**config.mk**
```make
export PLATFORM = sky130hd
export DESIGN_NAME = link_packet_reassembler
export DESIGN_NICKNAME = d
export VERILOG_FILES = /design/src/lpr_pkg.sv /design/src/lpr_front.sv /design/src/lpr_queue.sv /design/src/lpr_back.sv /design/src/link_packet_reassembler.sv
export SDC_FILE = /design/constraint.sdc
export NUM_CORES = 1
export LEC_CHECK = 0
export BUFFER_PORTS_ARGS = -buffer_cell sky130_fd_sc_hd__buf_2
export CAP_MARGIN = 0
export CORE_UTILIZATION = 35
export CTS_CLUSTER_SIZE = 8
export DETAILED_ROUTE_END_ITERATION = 6
export PLACE_DENSITY_LB_ADDON = 0.15
export SYNTH_ARGS = -nofsm -noshare
export SYNTH_HDL_FRONTEND = slang
export SYNTH_HIERARCHICAL = 1
export SYNTH_SLANG_ARGS = --single-unit
```
**constraint.sdc**
```tcl
create_clock -name clk -period 6.55 [get_ports clk]
set_clock_uncertainty 0.2 [all_clocks]
set_input_delay 1.6375 -clock clk [delete_from_list [all_inputs] [get_ports clk]]
set_output_delay 1.6375 -clock clk [all_outputs]
set_load 0.02 [all_outputs]
```
**src/lpr_pkg.sv**
```systemverilog
package lpr_pkg;

  // sizing
  localparam int LPR_MAX_MESSAGE_BYTES = 2048;
  localparam int LPR_QUEUE_DEPTH       = 2;

  // header bit positions
  localparam int HB_DUMMY_BIT = 9;
  localparam int HB_FIRST_BIT = 8;
  localparam int HB_VALID_BIT = 7;
  localparam int HB_TYPE_BIT  = 6;
  localparam int HB_COUNT_MSB = 5;

  localparam logic [11:0] BASE_PAYLOAD   = 12'd32;
  localparam logic [7:0]  LOWEST_VERSION = 8'd2;

  // item kinds
  typedef enum logic [1:0] {
    KIND_HEADER   = 2'd0,
    KIND_CFG_REQ  = 2'd1,
    KIND_XFER_ERR = 2'd2,
    KIND_DETACH   = 2'd3
  } kind_t;

  // ack classes
  localparam logic [1:0] ACK_REQUIRED = 2'd0;
  localparam logic [1:0] ACK_DUMMY    = 2'd1;
  localparam logic [1:0] ACK_GARBAGE  = 2'd2;
  localparam logic [1:0] ACK_NONE     = 2'd3;

  // drop codes
  localparam logic [2:0] DROP_NONE     = 3'd0;
  localparam logic [2:0] DROP_RESTART  = 3'd1;
  localparam logic [2:0] DROP_STRAY    = 3'd2;
  localparam logic [2:0] DROP_MISMATCH = 3'd3;
  localparam logic [2:0] DROP_OVERFLOW = 3'd4;

  // config request status
  localparam logic [1:0] CST_NONE   = 2'd0;
  localparam logic [1:0] CST_OK     = 2'd1;
  localparam logic [1:0] CST_UNSUPP = 2'd2;

  // register indexes
  localparam logic REG_DESIRED_PAYLOAD = 1'b0;
  localparam logic REG_ACK_ENABLE      = 1'b1;

  typedef struct packed {
    logic [1:0]  kind;
    logic [9:0]  header_bits;
    logic        tx_queue_empty;
    logic [15:0] req_max_payload;
    logic [7:0]  req_features;
    logic [7:0]  req_version;
  } in_item_t;

  typedef struct packed {
    logic [1:0]  ack_class;
    logic        store_payload;
    logic [10:0] write_offset;
    logic        deliver;
    logic [11:0] message_length;
    logic        message_type;
    logic [2:0]  drop_code;
    logic [11:0] payload_size;
    logic [1:0]  cfg_status;
    logic [11:0] resp_payload_size;
    logic        resp_ack_feature;
  } out_item_t;

  // classified request handed from front to back
  typedef struct packed {
    kind_t       kind;
    logic [1:0]  ack_class;
    logic        first;
    logic        net_msg;
    logic [5:0]  count;
    logic        tx_empty;
    logic        ver_ok;
    logic        ack_req;
    logic [15:0] max_payload;
  } cmd_t;

  // queue status seen by the top level
  typedef struct packed {
    logic full;
    logic empty;
  } q_status_t;

endpackage

```
**src/lpr_front.sv**
```systemverilog
module lpr_front (
  input  lpr_pkg::in_item_t in_item,
  output lpr_pkg::cmd_t     cmd
);
  import lpr_pkg::*;

  logic valid_bit;
  logic dummy_bit;

  assign valid_bit = in_item.header_bits[HB_VALID_BIT];
  assign dummy_bit = in_item.header_bits[HB_DUMMY_BIT];

  // decode kind and classify the header
  always_comb begin
    cmd.kind        = kind_t'(in_item.kind);
    cmd.first       = in_item.header_bits[HB_FIRST_BIT];
    cmd.net_msg     = in_item.header_bits[HB_TYPE_BIT];
    cmd.count       = in_item.header_bits[HB_COUNT_MSB:0];
    cmd.tx_empty    = in_item.tx_queue_empty;
    cmd.ver_ok      = (in_item.req_version >= LOWEST_VERSION);
    cmd.ack_req     = in_item.req_features[0];
    cmd.max_payload = in_item.req_max_payload;
    if (valid_bit && !dummy_bit) begin
      cmd.ack_class = ACK_REQUIRED;
    end else if (dummy_bit && !valid_bit) begin
      cmd.ack_class = ACK_DUMMY;
    end else begin
      cmd.ack_class = ACK_GARBAGE;
    end
  end

endmodule

```
**src/lpr_queue.sv**
```systemverilog
module lpr_queue (
  input  logic                clk,
  input  logic                rst_n,
  input  logic                push,
  input  lpr_pkg::cmd_t       push_cmd,
  input  logic                pop,
  output lpr_pkg::cmd_t       pop_cmd,
  output lpr_pkg::q_status_t  status
);
  import lpr_pkg::*;

  localparam int PW = (LPR_QUEUE_DEPTH > 1) ? $clog2(LPR_QUEUE_DEPTH) : 1;
  localparam int CW = $clog2(LPR_QUEUE_DEPTH + 1);
  localparam logic [PW-1:0] LAST = PW'(LPR_QUEUE_DEPTH - 1);

  cmd_t          mem_r [LPR_QUEUE_DEPTH];
  logic [PW-1:0] wr_ptr_r;
  logic [PW-1:0] rd_ptr_r;
  logic [CW-1:0] count_r;

  assign status.full  = (count_r == CW'(LPR_QUEUE_DEPTH));
  assign status.empty = (count_r == '0);
  assign pop_cmd      = mem_r[rd_ptr_r];

  // storage
  always_ff @(posedge clk) begin
    if (push) begin
      mem_r[wr_ptr_r] <= push_cmd;
    end
  end

  // pointers and fill count
  always_ff @(posedge clk) begin
    if (!rst_n) begin
      wr_ptr_r <= '0;
      rd_ptr_r <= '0;
      count_r  <= '0;
    end else begin
      if (push) begin
        wr_ptr_r <= (wr_ptr_r == LAST) ? '0 : wr_ptr_r + PW'(1);
      end
      if (pop) begin
        rd_ptr_r <= (rd_ptr_r == LAST) ? '0 : rd_ptr_r + PW'(1);
      end
      if (push && !pop) begin
        count_r <= count_r + CW'(1);
      end else if (pop && !push) begin
        count_r <= count_r - CW'(1);
      end
    end
  end

endmodule

```
**src/lpr_back.sv**
```systemverilog
module lpr_back #(
  parameter int MAX_MESSAGE_BYTES = lpr_pkg::LPR_MAX_MESSAGE_BYTES
) (
  input  logic                clk,
  input  logic                rst_n,
  input  logic                cfg_we,
  input  logic                cfg_index,
  input  logic [11:0]         cfg_wdata,
  input  logic                cmd_avail,
  input  lpr_pkg::cmd_t       cmd,
  output logic                cmd_pop,
  output logic                out_valid,
  input  logic                out_ready,
  output lpr_pkg::out_item_t  out_data
);
  import lpr_pkg::*;

  localparam int FW  = $clog2(MAX_MESSAGE_BYTES + 1);
  localparam int CW  = ((FW > 12) ? FW : 12) + 1;
  localparam int NW  = (CW > 16) ? CW : 16;
  localparam logic [CW-1:0] MAX_C = CW'(MAX_MESSAGE_BYTES);

  logic [11:0]   desired_r;
  logic          ack_en_r;
  logic [FW-1:0] fill_r, fill_nxt;
  logic [5:0]    left_r, left_nxt;
  logic [11:0]   cur_r, cur_nxt;
  logic [11:0]   pend_r, pend_nxt;
  logic          out_valid_r;
  out_item_t     out_r, out_nxt;

  assign cmd_pop   = cmd_avail && (!out_valid_r || out_ready);
  assign out_valid = out_valid_r;
  assign out_data  = out_r;

  // configuration registers
  always_ff @(posedge clk) begin
    if (!rst_n) begin
      desired_r <= BASE_PAYLOAD;
      ack_en_r  <= 1'b1;
    end else if (cfg_we) begin
      unique case (cfg_index)
        REG_DESIRED_PAYLOAD: desired_r <= cfg_wdata;
        REG_ACK_ENABLE:      ack_en_r  <= cfg_wdata[0];
        default:             ;
      endcase
    end
  end

  // execute one request
  always_comb begin
    logic          go;
    logic [FW-1:0] fill_v;
    logic [5:0]    left_v;
    logic [CW-1:0] sum_v;
    logic [CW-1:0] want_v;
    logic [NW-1:0] pl_v;

    fill_nxt = fill_r;
    left_nxt = left_r;
    cur_nxt  = cur_r;
    pend_nxt = pend_r;
    out_nxt  = '0;
    out_nxt.ack_class = ACK_NONE;
    go     = 1'b0;
    fill_v = fill_r;
    left_v = left_r;
    sum_v  = '0;
    want_v = '0;
    pl_v   = '0;

    case (cmd.kind)
      KIND_HEADER: begin
        out_nxt.ack_class = cmd.ack_class;
        if (cmd.ack_class != ACK_REQUIRED) begin
          // dummy or garbage: apply a pending size once tx is idle
          if (pend_r != '0 && cmd.tx_empty) begin
            cur_nxt  = pend_r;
            pend_nxt = '0;
          end
        end else if (CW'(desired_r) == MAX_C && CW'(cur_r) == MAX_C) begin
          // whole-message packets
          if (cmd.first) begin
            out_nxt.store_payload  = 1'b1;
            out_nxt.deliver        = 1'b1;
            out_nxt.message_length = cur_r;
            out_nxt.message_type   = cmd.net_msg;
          end else begin
            out_nxt.drop_code = DROP_STRAY;
          end
        end else begin
          go = 1'b1;
          if (cmd.first) begin
            if (fill_r != '0) begin
              out_nxt.drop_code = DROP_RESTART;
              fill_v = '0;
            end
            left_v = cmd.count;
          end else if (fill_r == '0) begin
            out_nxt.drop_code = DROP_STRAY;
            go = 1'b0;
          end else begin
            left_v = left_r - 6'd1;
            if (cmd.count != left_v) begin
              out_nxt.drop_code = DROP_MISMATCH;
              fill_v = '0;
              left_v = '0;
              go = 1'b0;
            end
          end
          // overflow check against the buffer size
          sum_v = CW'(fill_v) + CW'(cur_r);
          if (go && sum_v > MAX_C) begin
            out_nxt.drop_code = DROP_OVERFLOW;
            fill_v = '0;
            left_v = '0;
            go = 1'b0;
          end
          if (go) begin
            out_nxt.store_payload = 1'b1;
            out_nxt.write_offset  = 11'(fill_v);
            fill_v = FW'(sum_v);
            if (cmd.count == '0) begin
              out_nxt.deliver        = 1'b1;
              out_nxt.message_length = 12'(fill_v);
              out_nxt.message_type   = cmd.net_msg;
              fill_v = '0;
            end
          end
          fill_nxt = fill_v;
          left_nxt = left_v;
        end
      end
      KIND_CFG_REQ: begin
        if (!cmd.ver_ok) begin
          out_nxt.cfg_status = CST_UNSUPP;
        end else begin
          out_nxt.cfg_status = CST_OK;
          want_v = (CW'(desired_r) > MAX_C) ? MAX_C : CW'(desired_r);
          pl_v   = (NW'(want_v) < NW'(cmd.max_payload)) ? NW'(want_v) : NW'(cmd.max_payload);
          // power of two of at least the base size
          if (pl_v != '0 && (pl_v & (pl_v - NW'(1))) == '0 && pl_v >= NW'(BASE_PAYLOAD)) begin
            pend_nxt = 12'(pl_v);
            out_nxt.resp_payload_size = 12'(pl_v);
          end
          out_nxt.resp_ack_feature = ack_en_r && cmd.ack_req;
        end
      end
      KIND_XFER_ERR: begin
        fill_nxt = '0;
        left_nxt = '0;
      end
      default: begin
        cur_nxt = BASE_PAYLOAD;
      end
    endcase
    out_nxt.payload_size = cur_nxt;
  end

  // state and result register
  always_ff @(posedge clk) begin
    if (!rst_n) begin
      fill_r      <= '0;
      left_r      <= '0;
      cur_r       <= BASE_PAYLOAD;
      pend_r      <= '0;
      out_valid_r <= 1'b0;
    end else if (cmd_pop) begin
      fill_r      <= fill_nxt;
      left_r      <= left_nxt;
      cur_r       <= cur_nxt;
      pend_r      <= pend_nxt;
      out_valid_r <= 1'b1;
    end else if (out_ready) begin
      out_valid_r <= 1'b0;
    end
  end

  // result payload
  always_ff @(posedge clk) begin
    if (cmd_pop) begin
      out_r <= out_nxt;
    end
  end

endmodule

```
**src/link_packet_reassembler.sv**
```systemverilog
// channel | signals                          | moves
// input   | in_valid, in_ready, in_data      | one request: header, config, error or detach
// result  | out_valid, out_ready, out_data   | one result per request
// config  | cfg_we, cfg_index, cfg_wdata     | register write, no wait
//
// one request per cycle while out_ready stays high; a result is offered after its
// request is accepted (queue write at the accepting edge, result register on pop)
// while a result waits, up to two requests gather in the queue, then in_ready drops
// all state updates of a request happen together when the back end pops it
// reset (synchronous, active low) restores 32-byte payload and empty buffer
module link_packet_reassembler #(
  parameter int MAX_MESSAGE_BYTES = lpr_pkg::LPR_MAX_MESSAGE_BYTES
) (
  input  logic                clk,
  input  logic                rst_n,
  input  logic                in_valid,
  output logic                in_ready,
  input  lpr_pkg::in_item_t   in_data,
  output logic                out_valid,
  input  logic                out_ready,
  output lpr_pkg::out_item_t  out_data,
  input  logic                cfg_we,
  input  logic                cfg_index,
  input  logic [11:0]         cfg_wdata
);
  import lpr_pkg::*;

  cmd_t      front_cmd;
  cmd_t      back_cmd;
  q_status_t q_status;
  logic      push;
  logic      pop;

  assign in_ready = !q_status.full;
  assign push     = in_valid && in_ready;

  // classify incoming requests
  lpr_front u_front (
    .in_item (in_data),
    .cmd     (front_cmd)
  );

  // decoupling queue
  lpr_queue u_queue (
    .clk      (clk),
    .rst_n    (rst_n),
    .push     (push),
    .push_cmd (front_cmd),
    .pop      (pop),
    .pop_cmd  (back_cmd),
    .status   (q_status)
  );

  // reassembly and negotiation
  lpr_back #(
    .MAX_MESSAGE_BYTES (MAX_MESSAGE_BYTES)
  ) u_back (
    .clk       (clk),
    .rst_n     (rst_n),
    .cfg_we    (cfg_we),
    .cfg_index (cfg_index),
    .cfg_wdata (cfg_wdata),
    .cmd_avail (!q_status.empty),
    .cmd       (back_cmd),
    .cmd_pop   (pop),
    .out_valid (out_valid),
    .out_ready (out_ready),
    .out_data  (out_data)
  );

`ifndef SYNTHESIS
  // queue cannot be full and empty at once
  a_q_consistent: assert property (@(posedge clk) disable iff (!rst_n)
    !(q_status.full && q_status.empty))
    else $error("queue full and empty together");

  // an accepted request leaves the queue non-empty or is already in the result
  a_push_visible: assert property (@(posedge clk) disable iff (!rst_n)
    push |=> (!q_status.empty || out_valid))
    else $error("accepted request vanished");

  // no pop from an empty queue
  a_no_empty_pop: assert property (@(posedge clk) disable iff (!rst_n)
    pop |-> !q_status.empty)
    else $error("pop from empty queue");

  // payload size in use is always a power of two of at least the base size
  a_payload_size: assert property (@(posedge clk) disable iff (!rst_n)
    out_valid |-> ($onehot(out_data.payload_size) && out_data.payload_size >= BASE_PAYLOAD))
    else $error("bad payload size");

  // offset only given with a store
  a_offset_store: assert property (@(posedge clk) disable iff (!rst_n)
    (out_valid && !out_data.store_payload) |-> (out_data.write_offset == '0))
    else $error("offset without store");
`endif

endmodule

```
==> qor.yml <==
status: "finished clean"
wl_um: 19500
cts_buffer_depth: 2
crit_slowest_cell: "dfxtp_1"
grt_max_degree: 49
via_count: 6047
ctsHoldBuffers: 0
syn_inst: 793
first_pass_iters: 5
cp_cell_sequence: "mux2_2 > xnor2_1 > xnor2_1 > nand4_1 > nand2b_1 > nor2_1 > and2_1 > ha_1 > a211oi_2 > nor2_1 > a311oi_1 > nand2_1 > nand4b_1 > a2111oi_4 > buf_4 > nand2_1 > o21ai_0"
cts_root_buf: "clkbuf_16"
rsz0062_at_grt: "false"
max_stage_delay_ns: 0.56
route.detailed.wl_per_inst_um: 16.0
yosysWarnings: 6
place_congestion: 0.834
async_flop_share: 0
cts_max_level: 4
grt_pass1_wl_um: 31400
ant_nets: 0
path_class: "flop to flop"
viasPerCell: 4.96
power_density_nw_per_um2: 349
synth_top_area_frac: 0.410
slew_headroom: 0.170
synth_seq_cells: 181
synth.avg_cell_area_um2: 11.1
cp.arrival_ns: 5.82
fill_cells: 2410
ys_types: 65
finalSetupViolations: 0
p_leak_nw: 3.87
area_delta_synth_final_pct: 14.4
ir_drop_uv: 141
setup_tns_ns: 0
port_buffers: 114
worst_pin_slew_ns: 1.23
dieArea_um2: 25700
synth_top_area_cell: "edfxtp_1"
synth_edf_count: 120
hold_class: "flop to flop"
utilization: 0.411
synth_common_cells: "120 x edfxtp_1, 84 x nand2_1, 61 x dfxtp_1, 57 x nor2_1, 31 x mux2_2"
max_freq_ghz: 0.176
synthFlopType: "edfxtp_1"
fin_crit_ns: 5.67
fin_crit_sh: 0.866
ys_seq_area_frac: 0.549
nNetsFinal: 975
cp_data_required_time_ns: 6.70
layout-drive-gt1-share: 0.221
num_rows: 57
grt_pass1_vias: 5910
antenna_found_initial: 0
synth.most_common_cell: "edfxtp_1"
hpwl_um: 14000
coreArea_um2: 24500
grt.overflow.total: 0
postCtsResizedCells: 0
drt_iter0_markers: 429
die_w_um: 160
clock_sinks: 181
drcViolationCount: 0
numCtsBuffers: 17
post_cts_buffers: 0
end_kind: "flop"
cts.clk_slew.worst_paths_ns: 0.07
drv_cap: 0
slew_violations: 0
hold_viol: 0
n_antenna_cell: 0
grtUsageTotal: 0.157
synth_area_leaders: "edfxtp_1 41%, dfxtp_1 14%, ha_1 4.3%"
syn_area_um2: 8790
critPathMaxFanout: 13
insertion_delay_ns: 0.43
startpoint_type: "flop"
num_io_pins: 123
start_util: 0.359
die_h_um: 160
cts_tree: "yes"
registers in the layout, indices dropped and copies added (netlist names), named ones only:
| register | cells |
|---|---|
| u_back/cur_r | 12 |
| u_back/desired_r | 12 |
| u_queue/mem_r | 62 |
| u_back/out_data | 58 |
| u_queue/count_r | 2 |
| u_back/ack_en_r | 1 |
| u_queue/rd_ptr_r | 1 |
| u_queue/wr_ptr_r | 1 |
| u_back/fill_r | 12 |
| u_back/out_valid | 1 |
| u_back/pend_r | 12 |
| u_back/left_r | 6 |
kinds of logic (layout without fill, tap and decap cells):
family / after synthesis / after routing / share of synthesized area
AOI/OAI and AO/OA: 159 / 159 / 0.131
xor gates and xnor gates: 19 / 19 / 0.0205
adders and majority gates: 33 / 33 / 0.0473
buffers and inverters: 82 / 179 / 0.0483
DFF: 181 / 181 / 0.549
muxes: 34 / 34 / 0.0431
other: 1 / 5 / 0.000427
and+or+nand+nor: 284 / 284 / 0.161
through the flow:
stage / power [mW] / setup WS [ns] / hold WS, ns / cell area (um2) / std cells
2_1_floorplan: 2.29 / 1.46 / 0.231 / 8800 / 797
3_3_place_gp: 2.58 / 0.922 / 0.255 / 9500 / 1186
3_5_place_dp: 2.59 / 0.890 / 0.253 / 9500 / 1186
4_1_cts: 3.56 / 0.850 / 0.278 / 10000 / 1218
5_1_grt: 3.70 / 0.290 / 0.297 / 10000 / 1218
6_report: 3.51 / 0.878 / 0.273 / 10000 / 1218
area by class of cell:
type | instances | area (um2) | share of cell area
sequential | 181 | 4820 | 0.480
multi-input combinational | 534 | 3560 | 0.354
timing repair buffer | 120 | 616 | 0.0613
clock buffer | 22 | 475 | 0.0473
tap | 324 | 405 | 0.0403
inverter | 27 | 101 | 0.0101
clock inverter | 10 | 70.1 | 0.00697
report_power, final:
group	internal, mW	total [mW]	switching [mW]
clock network	0.522	0.963	0.441
registers	1.49	1.57	0.0735
logic	0.325	0.980	0.655
per-layer routing:
| metal | vias up | GRT usage | wire length [um] |
|---|---|---|---|
| li1 | 3037 | - | - |
| met1 | 2867 | 0.221 | 9760 |
| met2 | 127 | 0.239 | 8720 |
| met3 | 16 | 0.0289 | 684 |
| met4 | 0 | 0.0571 | 284 |
| met5 | - | 0 | 0 |
worst max-delay path, delay by kind of cell, from the launching register on:
kind	cells	cell delay, ns
buffers and inverters	1	0.24
AOI/OAI and AO/OA	4	1.58
muxes	1	0.43
and+or+nand+nor	8	1.99
DFF	1	0.56
xor gates and xnor gates	2	0.33
adders and majority gates	1	0.28
worst paths after layout:
path / startpoint / depth (start not counted) / slack (ns) / end
setup / recovery: flop / 17 / 0.88 / u_back/fill_r[8]$_SDFFE_PN0P_
setup reg to reg: flop / 17 / 0.88 / u_back/fill_r[8]$_SDFFE_PN0P_
hold reg to reg: u_back/fill_r[11]$_SDFFE_PN0P_ / 2 / 0.27 / u_back/fill_r[11]$_SDFFE_PN0P_
hold / removal: u_back/fill_r[11]$_SDFFE_PN0P_ / 2 / 0.27 / u_back/fill_r[11]$_SDFFE_PN0P_
cell usage in the layout, fill, tap and decap left out, types with 5 or more instances in the layout:
master,n
dfxtp_1,61
and3_1,15
edfxtp_1,120
or3_1,7
nor2_1,57
o21a_1,8
nor4_1,14
a22oi_1,11
inv_1,26
nand2_1,84
nand2b_1,11
a21oi_1,19
ha_1,30
mux2_2,31
a21boi_0,23
nand3_1,11
xnor2_1,14
buf_4,6
a21o_1,7
nor2b_1,20
o21ai_1,16
o21ai_0,20
conb_1,5
a32o_1,5
nand4_1,8
and2_1,24
buf_2,114
clkbuf_16,18
or2_2,6
nor3_1,14
o2bb2ai_1,7
Power figures use the tool's default switching activity.
